`src/rtl/scfr_pkg.sv`:
```
// Package for the sum-checked frame receiver.
// Holds the parser phase and status codes, the framing constants and the result record.
// No dependencies.
`timescale 1ns / 1ps

package scfr_pkg;

  localparam logic [7:0] SyncFirst    = 8'hAA;
  localparam logic [7:0] SyncSecond   = 8'h55;
  localparam logic [7:0] VersionReset = 8'h01;
  localparam int unsigned MinLength   = 5;
  localparam int unsigned HeaderBytes = 4;

  typedef enum logic [3:0] {
    PhHunt  = 4'd0,
    PhSync2 = 4'd1,
    PhLenLo = 4'd2,
    PhLenHi = 4'd3,
    PhVer   = 4'd4,
    PhSeq   = 4'd5,
    PhMod   = 4'd6,
    PhCmd   = 4'd7,
    PhData  = 4'd8,
    PhCsum  = 4'd9
  } phase_e;

  typedef enum logic [2:0] {
    StInFrame = 3'd0,
    StGood    = 3'd1,
    StCsumErr = 3'd2,
    StLenErr  = 3'd3,
    StAbort   = 3'd4
  } status_e;

  typedef struct packed {
    logic [7:0] frame_byte;
    logic [7:0] byte_index;
    logic       frame_last;
    status_e    status;
    logic [7:0] frame_module;
    logic [7:0] frame_command;
    logic [7:0] payload_length;
  } scfr_result_t;

endpackage

```
`src/rtl/scfr_if.sv`:
```
// Valid/ready stream interfaces for the received bytes and the frame results.
// No dependencies.
`timescale 1ns / 1ps

interface scfr_in_if;
  logic       valid;
  logic       ready;
  logic [7:0] rx_byte;

  modport source (output valid, output rx_byte, input ready);
  modport sink (input valid, input rx_byte, output ready);
endinterface

interface scfr_out_if;
  logic       valid;
  logic       ready;
  logic [7:0] frame_byte;
  logic [7:0] byte_index;
  logic       frame_last;
  logic [2:0] status;
  logic [7:0] frame_module;
  logic [7:0] frame_command;
  logic [7:0] payload_length;

  modport source (
    output valid, output frame_byte, output byte_index, output frame_last,
    output status, output frame_module, output frame_command,
    output payload_length, input ready
  );
  modport sink (
    input valid, input frame_byte, input byte_index, input frame_last,
    input status, input frame_module, input frame_command,
    input payload_length, output ready
  );
endinterface

```
`src/rtl/scfr_parser.sv`:
```
// Frame parser: phase register, frame bookkeeping and the version register.
// Decodes one accepted byte per cycle into at most one result. Uses scfr_pkg.
`timescale 1ns / 1ps

module scfr_parser #(
  parameter int unsigned MaxFrameBytes = 256
) (
  input  logic                 clk_i,
  input  logic                 rst_ni,
  input  logic                 cfg_we_i,
  input  logic [7:0]           cfg_wdata_i,
  input  logic                 in_fire_i,
  input  logic [7:0]           rx_byte_i,
  output logic                 res_valid_o,
  output scfr_pkg::scfr_result_t res_o
);
  import scfr_pkg::*;

  localparam int unsigned RemW = $clog2(MaxFrameBytes);

  phase_e          phase_q, phase_d;
  logic [RemW-1:0] remaining_q, remaining_d;
  logic [7:0]      sum_q, sum_d;
  logic [7:0]      position_q, position_d;
  logic [7:0]      len_lo_q, len_lo_d;
  logic [7:0]      module_q, module_d;
  logic [7:0]      command_q, command_d;
  logic [7:0]      payload_q, payload_d;
  logic [7:0]      version_q;

  logic [15:0]     len_w;
  logic            len_bad;
  logic [RemW-1:0] rem_dec;
  logic            to_csum;
  logic            last;
  status_e         status;
  logic [7:0]      base_idx;

  assign len_w   = {rx_byte_i, len_lo_q};
  assign len_bad = (len_w < 16'(MinLength))
                || (({1'b0, len_w} + 17'(HeaderBytes)) > 17'(MaxFrameBytes));
  assign rem_dec = remaining_q - RemW'(1);
  assign to_csum = rem_dec <= RemW'(1);

  always_comb begin
    last        = 1'b0;
    status      = StInFrame;
    res_valid_o = in_fire_i;
    base_idx    = position_q;
    case (phase_q)
      PhSync2: begin
        if (rx_byte_i != SyncSecond) begin
          last   = 1'b1;
          status = StAbort;
        end
      end
      PhLenHi: begin
        if (len_bad) begin
          last   = 1'b1;
          status = StLenErr;
        end
      end
      PhVer: begin
        if (rx_byte_i != version_q) begin
          last   = 1'b1;
          status = StAbort;
        end
      end
      PhCsum: begin
        last   = 1'b1;
        status = (rx_byte_i == sum_q) ? StGood : StCsumErr;
      end
      PhLenLo, PhSeq, PhMod, PhCmd, PhData: begin
        last = 1'b0;
      end
      default: begin
        base_idx = 8'd0;
        if (rx_byte_i != SyncFirst) begin
          res_valid_o = 1'b0;
        end
      end
    endcase
    res_o.frame_byte     = rx_byte_i;
    res_o.byte_index     = base_idx;
    res_o.frame_last     = last;
    res_o.status         = status;
    res_o.frame_module   = last ? module_q : 8'd0;
    res_o.frame_command  = last ? command_q : 8'd0;
    res_o.payload_length = last ? payload_q : 8'd0;
  end

  always_comb begin
    phase_d     = phase_q;
    remaining_d = remaining_q;
    sum_d       = sum_q;
    position_d  = position_q;
    len_lo_d    = len_lo_q;
    module_d    = module_q;
    command_d   = command_q;
    payload_d   = payload_q;
    if (in_fire_i) begin
      case (phase_q)
        PhSync2: begin
          phase_d = PhLenLo;
        end
        PhLenLo: begin
          len_lo_d = rx_byte_i;
          phase_d  = PhLenHi;
        end
        PhLenHi: begin
          if (!len_bad) begin
            remaining_d = len_w[RemW-1:0];
            sum_d       = 8'd0;
            phase_d     = PhVer;
          end
        end
        PhVer: begin
          if (rx_byte_i == version_q) begin
            sum_d       = sum_q + rx_byte_i;
            remaining_d = rem_dec;
            phase_d     = PhSeq;
          end
        end
        PhSeq: begin
          sum_d       = sum_q + rx_byte_i;
          remaining_d = rem_dec;
          phase_d     = PhMod;
        end
        PhMod: begin
          sum_d       = sum_q + rx_byte_i;
          remaining_d = rem_dec;
          module_d    = rx_byte_i;
          phase_d     = PhCmd;
        end
        PhCmd: begin
          sum_d       = sum_q + rx_byte_i;
          remaining_d = rem_dec;
          command_d   = rx_byte_i;
          phase_d     = to_csum ? PhCsum : PhData;
        end
        PhData: begin
          sum_d       = sum_q + rx_byte_i;
          remaining_d = rem_dec;
          payload_d   = payload_q + 8'd1;
          if (to_csum) begin
            phase_d = PhCsum;
          end
        end
        PhCsum: begin
          phase_d = PhHunt;
        end
        default: begin
          phase_d = PhHunt;
          if (rx_byte_i == SyncFirst) begin
            sum_d       = 8'd0;
            remaining_d = '0;
            len_lo_d    = 8'd0;
            module_d    = 8'd0;
            command_d   = 8'd0;
            payload_d   = 8'd0;
            phase_d     = PhSync2;
          end
        end
      endcase
      if (res_valid_o) begin
        position_d = base_idx + 8'd1;
        if (last) begin
          phase_d = PhHunt;
        end
      end
    end
  end

  always_ff @(posedge clk_i or negedge rst_ni) begin
    if (!rst_ni) begin
      phase_q     <= PhHunt;
      remaining_q <= '0;
      sum_q       <= 8'd0;
      position_q  <= 8'd0;
      len_lo_q    <= 8'd0;
      module_q    <= 8'd0;
      command_q   <= 8'd0;
      payload_q   <= 8'd0;
      version_q   <= VersionReset;
    end else begin
      phase_q     <= phase_d;
      remaining_q <= remaining_d;
      sum_q       <= sum_d;
      position_q  <= position_d;
      len_lo_q    <= len_lo_d;
      module_q    <= module_d;
      command_q   <= command_d;
      payload_q   <= payload_d;
      if (cfg_we_i) begin
        version_q <= cfg_wdata_i;
      end
    end
  end

endmodule

```
`src/rtl/scfr_out_stage.sv`:
```
// Result register between the parser and the output channel.
// Holds one result and frees itself in the cycle it is taken. Uses scfr_pkg.
`timescale 1ns / 1ps

module scfr_out_stage (
  input  logic                   clk_i,
  input  logic                   rst_ni,
  input  logic                   in_valid_i,
  input  scfr_pkg::scfr_result_t in_data_i,
  output logic                   ready_o,
  output logic                   out_valid_o,
  output scfr_pkg::scfr_result_t out_data_o,
  input  logic                   out_ready_i
);
  import scfr_pkg::*;

  logic         valid_q, valid_d;
  scfr_result_t data_q;

  assign ready_o     = !valid_q || out_ready_i;
  assign valid_d     = ready_o ? in_valid_i : valid_q;
  assign out_valid_o = valid_q;
  assign out_data_o  = data_q;

  always_ff @(posedge clk_i or negedge rst_ni) begin
    if (!rst_ni) begin
      valid_q <= 1'b0;
    end else begin
      valid_q <= valid_d;
    end
  end

  always_ff @(posedge clk_i) begin
    if (ready_o && in_valid_i) begin
      data_q <= in_data_i;
    end
  end

endmodule

```
`src/rtl/sum_checked_frame_receiver_unit.sv`:
```
// Top level of the sum-checked frame receiver.
// Instantiates scfr_parser and scfr_out_stage; uses scfr_pkg and scfr_if.
//
//   Channel   Direction  Handshake          Contents
//   rx_if     in         valid/ready        rx_byte
//   tx_if     out        valid/ready        byte, index, last, status, module, command, length
//   cfg       in         cfg_we_i           expected version byte
//
// One byte per cycle is accepted while ready; any result is registered in the next cycle.
// The input is ready whenever the result register is empty or is being emptied.
// A stalled output holds its result and stops input only while the register stays full.
// Reset returns the parser to hunting and the version register to one; no clearing pass.
`timescale 1ns / 1ps

module sum_checked_frame_receiver_unit #(
  parameter int unsigned MAX_FRAME_BYTES = 256
) (
  input  logic       clk_i,
  input  logic       rst_ni,
  input  logic       cfg_we_i,
  input  logic [7:0] cfg_wdata_i,
  scfr_in_if.sink    rx_if,
  scfr_out_if.source tx_if
);
  import scfr_pkg::*;

  logic         in_fire;
  logic         stage_ready;
  logic         res_valid;
  scfr_result_t res;
  scfr_result_t out_data;

  assign rx_if.ready = stage_ready;
  assign in_fire     = rx_if.valid && stage_ready;

  scfr_parser #(
    .MaxFrameBytes(MAX_FRAME_BYTES)
  ) u_parser (
    .clk_i      (clk_i),
    .rst_ni     (rst_ni),
    .cfg_we_i   (cfg_we_i),
    .cfg_wdata_i(cfg_wdata_i),
    .in_fire_i  (in_fire),
    .rx_byte_i  (rx_if.rx_byte),
    .res_valid_o(res_valid),
    .res_o      (res)
  );

  scfr_out_stage u_out (
    .clk_i      (clk_i),
    .rst_ni     (rst_ni),
    .in_valid_i (res_valid),
    .in_data_i  (res),
    .ready_o    (stage_ready),
    .out_valid_o(tx_if.valid),
    .out_data_o (out_data),
    .out_ready_i(tx_if.ready)
  );

  assign tx_if.frame_byte     = out_data.frame_byte;
  assign tx_if.byte_index     = out_data.byte_index;
  assign tx_if.frame_last     = out_data.frame_last;
  assign tx_if.status         = out_data.status;
  assign tx_if.frame_module   = out_data.frame_module;
  assign tx_if.frame_command  = out_data.frame_command;
  assign tx_if.payload_length = out_data.payload_length;

endmodule

```
`src/flat_wrapper.sv`:
```
// flat-port wrapper written by rule: the top's interface ports become plain ports
module sum_checked_frame_receiver_unit_flat import scfr_pkg::*;
#(
  parameter int unsigned MAX_FRAME_BYTES = 256
)
  (clk_i, rst_ni, cfg_we_i, cfg_wdata_i, rx_if_valid, rx_if_rx_byte, rx_if_ready, tx_if_valid, tx_if_frame_byte, tx_if_byte_index, tx_if_frame_last, tx_if_status, tx_if_frame_module, tx_if_frame_command, tx_if_payload_length, tx_if_ready);
  scfr_in_if rx_if_i ();
  scfr_out_if tx_if_i ();
  input  logic clk_i;
  input  logic rst_ni;
  input  logic cfg_we_i;
  input  logic [7:0] cfg_wdata_i;
  input wire logic [$bits(rx_if_i.valid)-1:0] rx_if_valid;
  input wire logic [$bits(rx_if_i.rx_byte)-1:0] rx_if_rx_byte;
  output wire logic [$bits(rx_if_i.ready)-1:0] rx_if_ready;
  output wire logic [$bits(tx_if_i.valid)-1:0] tx_if_valid;
  output wire logic [$bits(tx_if_i.frame_byte)-1:0] tx_if_frame_byte;
  output wire logic [$bits(tx_if_i.byte_index)-1:0] tx_if_byte_index;
  output wire logic [$bits(tx_if_i.frame_last)-1:0] tx_if_frame_last;
  output wire logic [$bits(tx_if_i.status)-1:0] tx_if_status;
  output wire logic [$bits(tx_if_i.frame_module)-1:0] tx_if_frame_module;
  output wire logic [$bits(tx_if_i.frame_command)-1:0] tx_if_frame_command;
  output wire logic [$bits(tx_if_i.payload_length)-1:0] tx_if_payload_length;
  input wire logic [$bits(tx_if_i.ready)-1:0] tx_if_ready;
  assign rx_if_i.valid = rx_if_valid;
  assign rx_if_i.rx_byte = rx_if_rx_byte;
  assign rx_if_ready = rx_if_i.ready;
  assign tx_if_valid = tx_if_i.valid;
  assign tx_if_frame_byte = tx_if_i.frame_byte;
  assign tx_if_byte_index = tx_if_i.byte_index;
  assign tx_if_frame_last = tx_if_i.frame_last;
  assign tx_if_status = tx_if_i.status;
  assign tx_if_frame_module = tx_if_i.frame_module;
  assign tx_if_frame_command = tx_if_i.frame_command;
  assign tx_if_payload_length = tx_if_i.payload_length;
  assign tx_if_i.ready = tx_if_ready;
  sum_checked_frame_receiver_unit #(.MAX_FRAME_BYTES(MAX_FRAME_BYTES)) u_core (.clk_i(clk_i), .rst_ni(rst_ni), .cfg_we_i(cfg_we_i), .cfg_wdata_i(cfg_wdata_i), .rx_if(rx_if_i), .tx_if(tx_if_i));
endmodule
```
`config.mk`:
```
export PLATFORM = sky130hd
export DESIGN_NAME = sum_checked_frame_receiver_unit_flat
export DESIGN_NICKNAME = d
export VERILOG_FILES = /design/src/rtl/scfr_pkg.sv /design/src/rtl/scfr_if.sv /design/src/rtl/scfr_parser.sv /design/src/rtl/scfr_out_stage.sv /design/src/rtl/sum_checked_frame_receiver_unit.sv /design/src/flat_wrapper.sv
export SDC_FILE = /design/constraint.sdc
export NUM_CORES = 1
export LEC_CHECK = 0
export BUFFER_PORTS_ARGS = -buffer_cell sky130_fd_sc_hd__buf_2
export CAP_MARGIN = 0
export CORE_UTILIZATION = 40
export CTS_CLUSTER_DIAMETER = 120
export DETAILED_ROUTE_END_ITERATION = 12
export GPL_ROUTABILITY_DRIVEN = 0
export PLACE_DENSITY = 0.68
export SYNTH_ARGS = -nofsm -noshare
export SYNTH_HDL_FRONTEND = slang
export SYNTH_HIERARCHICAL = 1
export SYNTH_SLANG_ARGS = --single-unit
```
`constraint.sdc`:
```
create_clock -name clk_i -period 2.5 [get_ports clk_i]
set_clock_uncertainty 0.15 [all_clocks]
set_input_delay 0.25 -clock clk_i [delete_from_list [all_inputs] [get_ports clk_i]]
set_output_delay 0.25 -clock clk_i [all_outputs]
set_load 0.1 [all_outputs]
```
==> run metrics <==
status=finished, final reports clean; Hold Vio Cnt, Final=0; crit path cell chain=nand2_1, or4_1, a221o_1, nor3_2, and3_2, a221o_1; GRT Resource Usage Total=0.188; via count=4304; arrival time worst endpoint=2650 ps; largest net degree at the start of global routing=29; register area share after synthesis=0.547; most common cell after layout, fill and taps aside=dfrtp_1; Final setup viols=0; Reg-to-Reg Start=u_core/u_parser/len_lo_q[5]; Fmax=407 MHz; Synth Instances=between 400 and 500; Clock Latency Late Sink=about 410 ps; Synth cell types=64; slowest CP cell=or4_1; Tcrit/Tclk final=0.983; worst hold slack=56.6 ps; mux contribution to synthesized area=0.0215; DRT antenna net count=0; Hold EP=u_core/u_out/out_data_o[36]; initial antenna violation count=0; share of cells above drive strength 1=0.291; most used cell, CP=a221o_1; Core ar.=around 0.013 mm2; Critical Path Fanout Max=6; vias in the first global route=4162; Starting DRT DRC Count=383; setup TNS=0 ps; # port buffers=66; CP Data Required Time=2690 ps; EDFF count, synth=44; cell family with most CP delay=simple AND/OR/NAND/NOR gates; n_diodes=0; Pleak=3.11 nW; DRC Markers=0; Max-Cap Viols=0; final WL=12800 um; first-pass GRT wire length=~21000 um; Cells after DPL=between 700 and 800; most frequent cells in the layout=dfrtp_1, buf_2, buf_4, edfxtp_1, nand2_1; minimum clock period=~2500 ps; sequential cell area=between 0.003 and 0.004 mm2; worst stage delay on the critical path=540 ps; TritonCTS Sinks=113; CP Launch Type=register; critical setup path kind=reg2reg; Worst Hold Class=in2reg; Cell Area, Synth=0.00558 mm2; Synth Area in Compound Gates=0.151; Die Y=between 100 and 150 um; Top Ports=67; post-synthesis adder-cell area fraction=0.0305; Root Buffer Master=clkbuf_16; simple-gate share of the synthesized area=0.168; CP endpoint kind=register; Area Growth Syn to Fin=28.9%; fin nets=646; largest family of logic cells by synthesized area=simple AND/OR/NAND/NOR gates; XOR/XNOR Fraction of Synth Area=0.0361; maximum VDD drop=0.000491 V; Setup Fix Bufs, Post-CTS=0; Least-Margin Pin Slew=585 ps; maximum root-to-sink buffer count=2; FF-to-FF setup slack=about 44 ps; die outline width=120 um; first drt pass iteration count=5; CTS H-tree lvls=4; Final WS setup=43.7 ps; Synthesis Warnings=6; Worst Hold Launch=rx_if_rx_byte[0]; detailed placer's ending HPWL=9040 um; die area=0.0144 mm2; top_reg_cell synth=dfrtp_1; Worst R2R End=u_core/u_parser/remaining_q[5]; Crit path buffers/inverters=0; Clk pin slew, worst setup/hold paths=approximately 60 ps; asr flop ratio synth=0.611; relative slew slack=0.608; fill cell count=1130; Syn Area/Cell=11.3 um2; Initial Utilization=0.416; syn nets=between 500 and 600; drt via density=5.37; FF-to-FF path depth=6; CTS Buf Count=17; number of cells on the worst hold path=2; DR WL/cell=15.9 um; fin. max-slew vios=0; Synth Register Bits=113; RSZ-0062 raised after global routing=yes; Rows=42; power per standard cell area=1400 mW/mm2; Non-Filler Instances=801; pre-CTS worst setup slack=-95.1 ps; Multi-input gate area=between 0.002 and 0.0025 mm2; CTS tree=yes; grt ovf=0
## cell usage after synthesis (12+ instances only)
master / count / area share
a22o_1: 25 / 0.039
and2_1: 12 / 0.013
buf_4: 13 / 0.017
clkbuf_1: 19 / 0.013
dfrtp_1: 68 / 0.31
edfxtp_1: 44 / 0.24
ha_1: 12 / 0.027
inv_1: 17 / 0.011
nand2_1: 37 / 0.025
nand3_1: 15 / 0.013
nor2_1: 22 / 0.015
nor2b_1: 27 / 0.030
nor3_1: 15 / 0.013
o21ai_0: 15 / 0.013
o21ai_1: 12 / 0.011
xnor2_1: 12 / 0.019
## worst max-delay path by stage
stage	startpoint	end	slack [ps]	cells past startpoint
floorplan	rx_if_rx_byte[3]	u_core/u_out/out_data_o[27]	10	9
global placement	rx_if_rx_byte[0]	u_core/u_parser/remaining_q[6]	-30	7
detailed placement	rx_if_rx_byte[2]	u_core/u_parser/remaining_q[3]	-100	7
CTS	u_core/u_parser/len_lo_q[5]	u_core/u_parser/remaining_q[5]	20	6
global route	u_core/u_parser/len_lo_q[5]	u_core/u_parser/sum_q[5]	-10	7
finish	u_core/u_parser/len_lo_q[5]	u_core/u_parser/remaining_q[5]	40	6
## layout make-up
type,instances,share of cell area
repair buffers,134,0.130
clock inverters,15,0.0289
flip-flops and latches,113,0.424
multi-input cells,328,0.318
well taps,176,0.0306
inverters,18,0.00940
clock buffers,17,0.0592
## kinds of logic (layout without fill, tap and decap cells)
family,after synthesis,after routing
compound gates,110,110
xor+xnor,23,23
fa+ha+maj,13,13
buf+inv,54,184
flops,113,113
mux,11,11
simple gates,171,171
## what timing repair did
item / CTS / global route
pin swaps: 0 / 2
hold buffers: 11 / 0
gates resized for setup: 1 / 3
hold endpoints to repair: 53 / 0
setup endpoints to repair: 6 / 33
## per-stage QoR
stage	area [um2]	util	total power, mW
after global placement	6430	0.480	7.34
after detailed placement	6430	0.480	7.43
final	7190	0.536	10.0
after CTS	7180	0.536	10.1
after floorplan	5590	-	6.37
after global routing	7190	0.536	10.5
## state kept, by name, summed over array words and instances (netlist names)
signal and count:
u_core/u_parser/sum_q 8, u_core/u_out/out_valid_o 1, u_core/u_parser/command_q 8, u_core/u_parser/remaining_q 8
u_core/u_parser/len_lo_q 8, u_core/u_parser/position_q 8, u_core/u_out/out_data_o 44, u_core/u_parser/payload_q 8
u_core/u_parser/module_q 8, u_core/u_parser/phase_q 4, u_core/u_parser/version_q 8
## routing by layer
| layer | part of all wire | vias to the layer above | global-route usage |
|---|---|---|---|
| met2 | 0.48 | 150 | 0.299 |
| li1 | - | 2063 | - |
| met1 | 0.45 | 2066 | 0.247 |
| met4 | 0.022 | 0 | 0.0750 |
| met5 | 0 | - | 0 |
| met3 | 0.053 | 25 | 0.0433 |
## report_power, final
group | switching (mW) | internal, mW
clock | 0.891 | 1.68
sequential | 0.344 | 2.63
combinational | 3.14 | 1.36
total | 4.38 | 5.66
(Power assumes the default switching activity.)
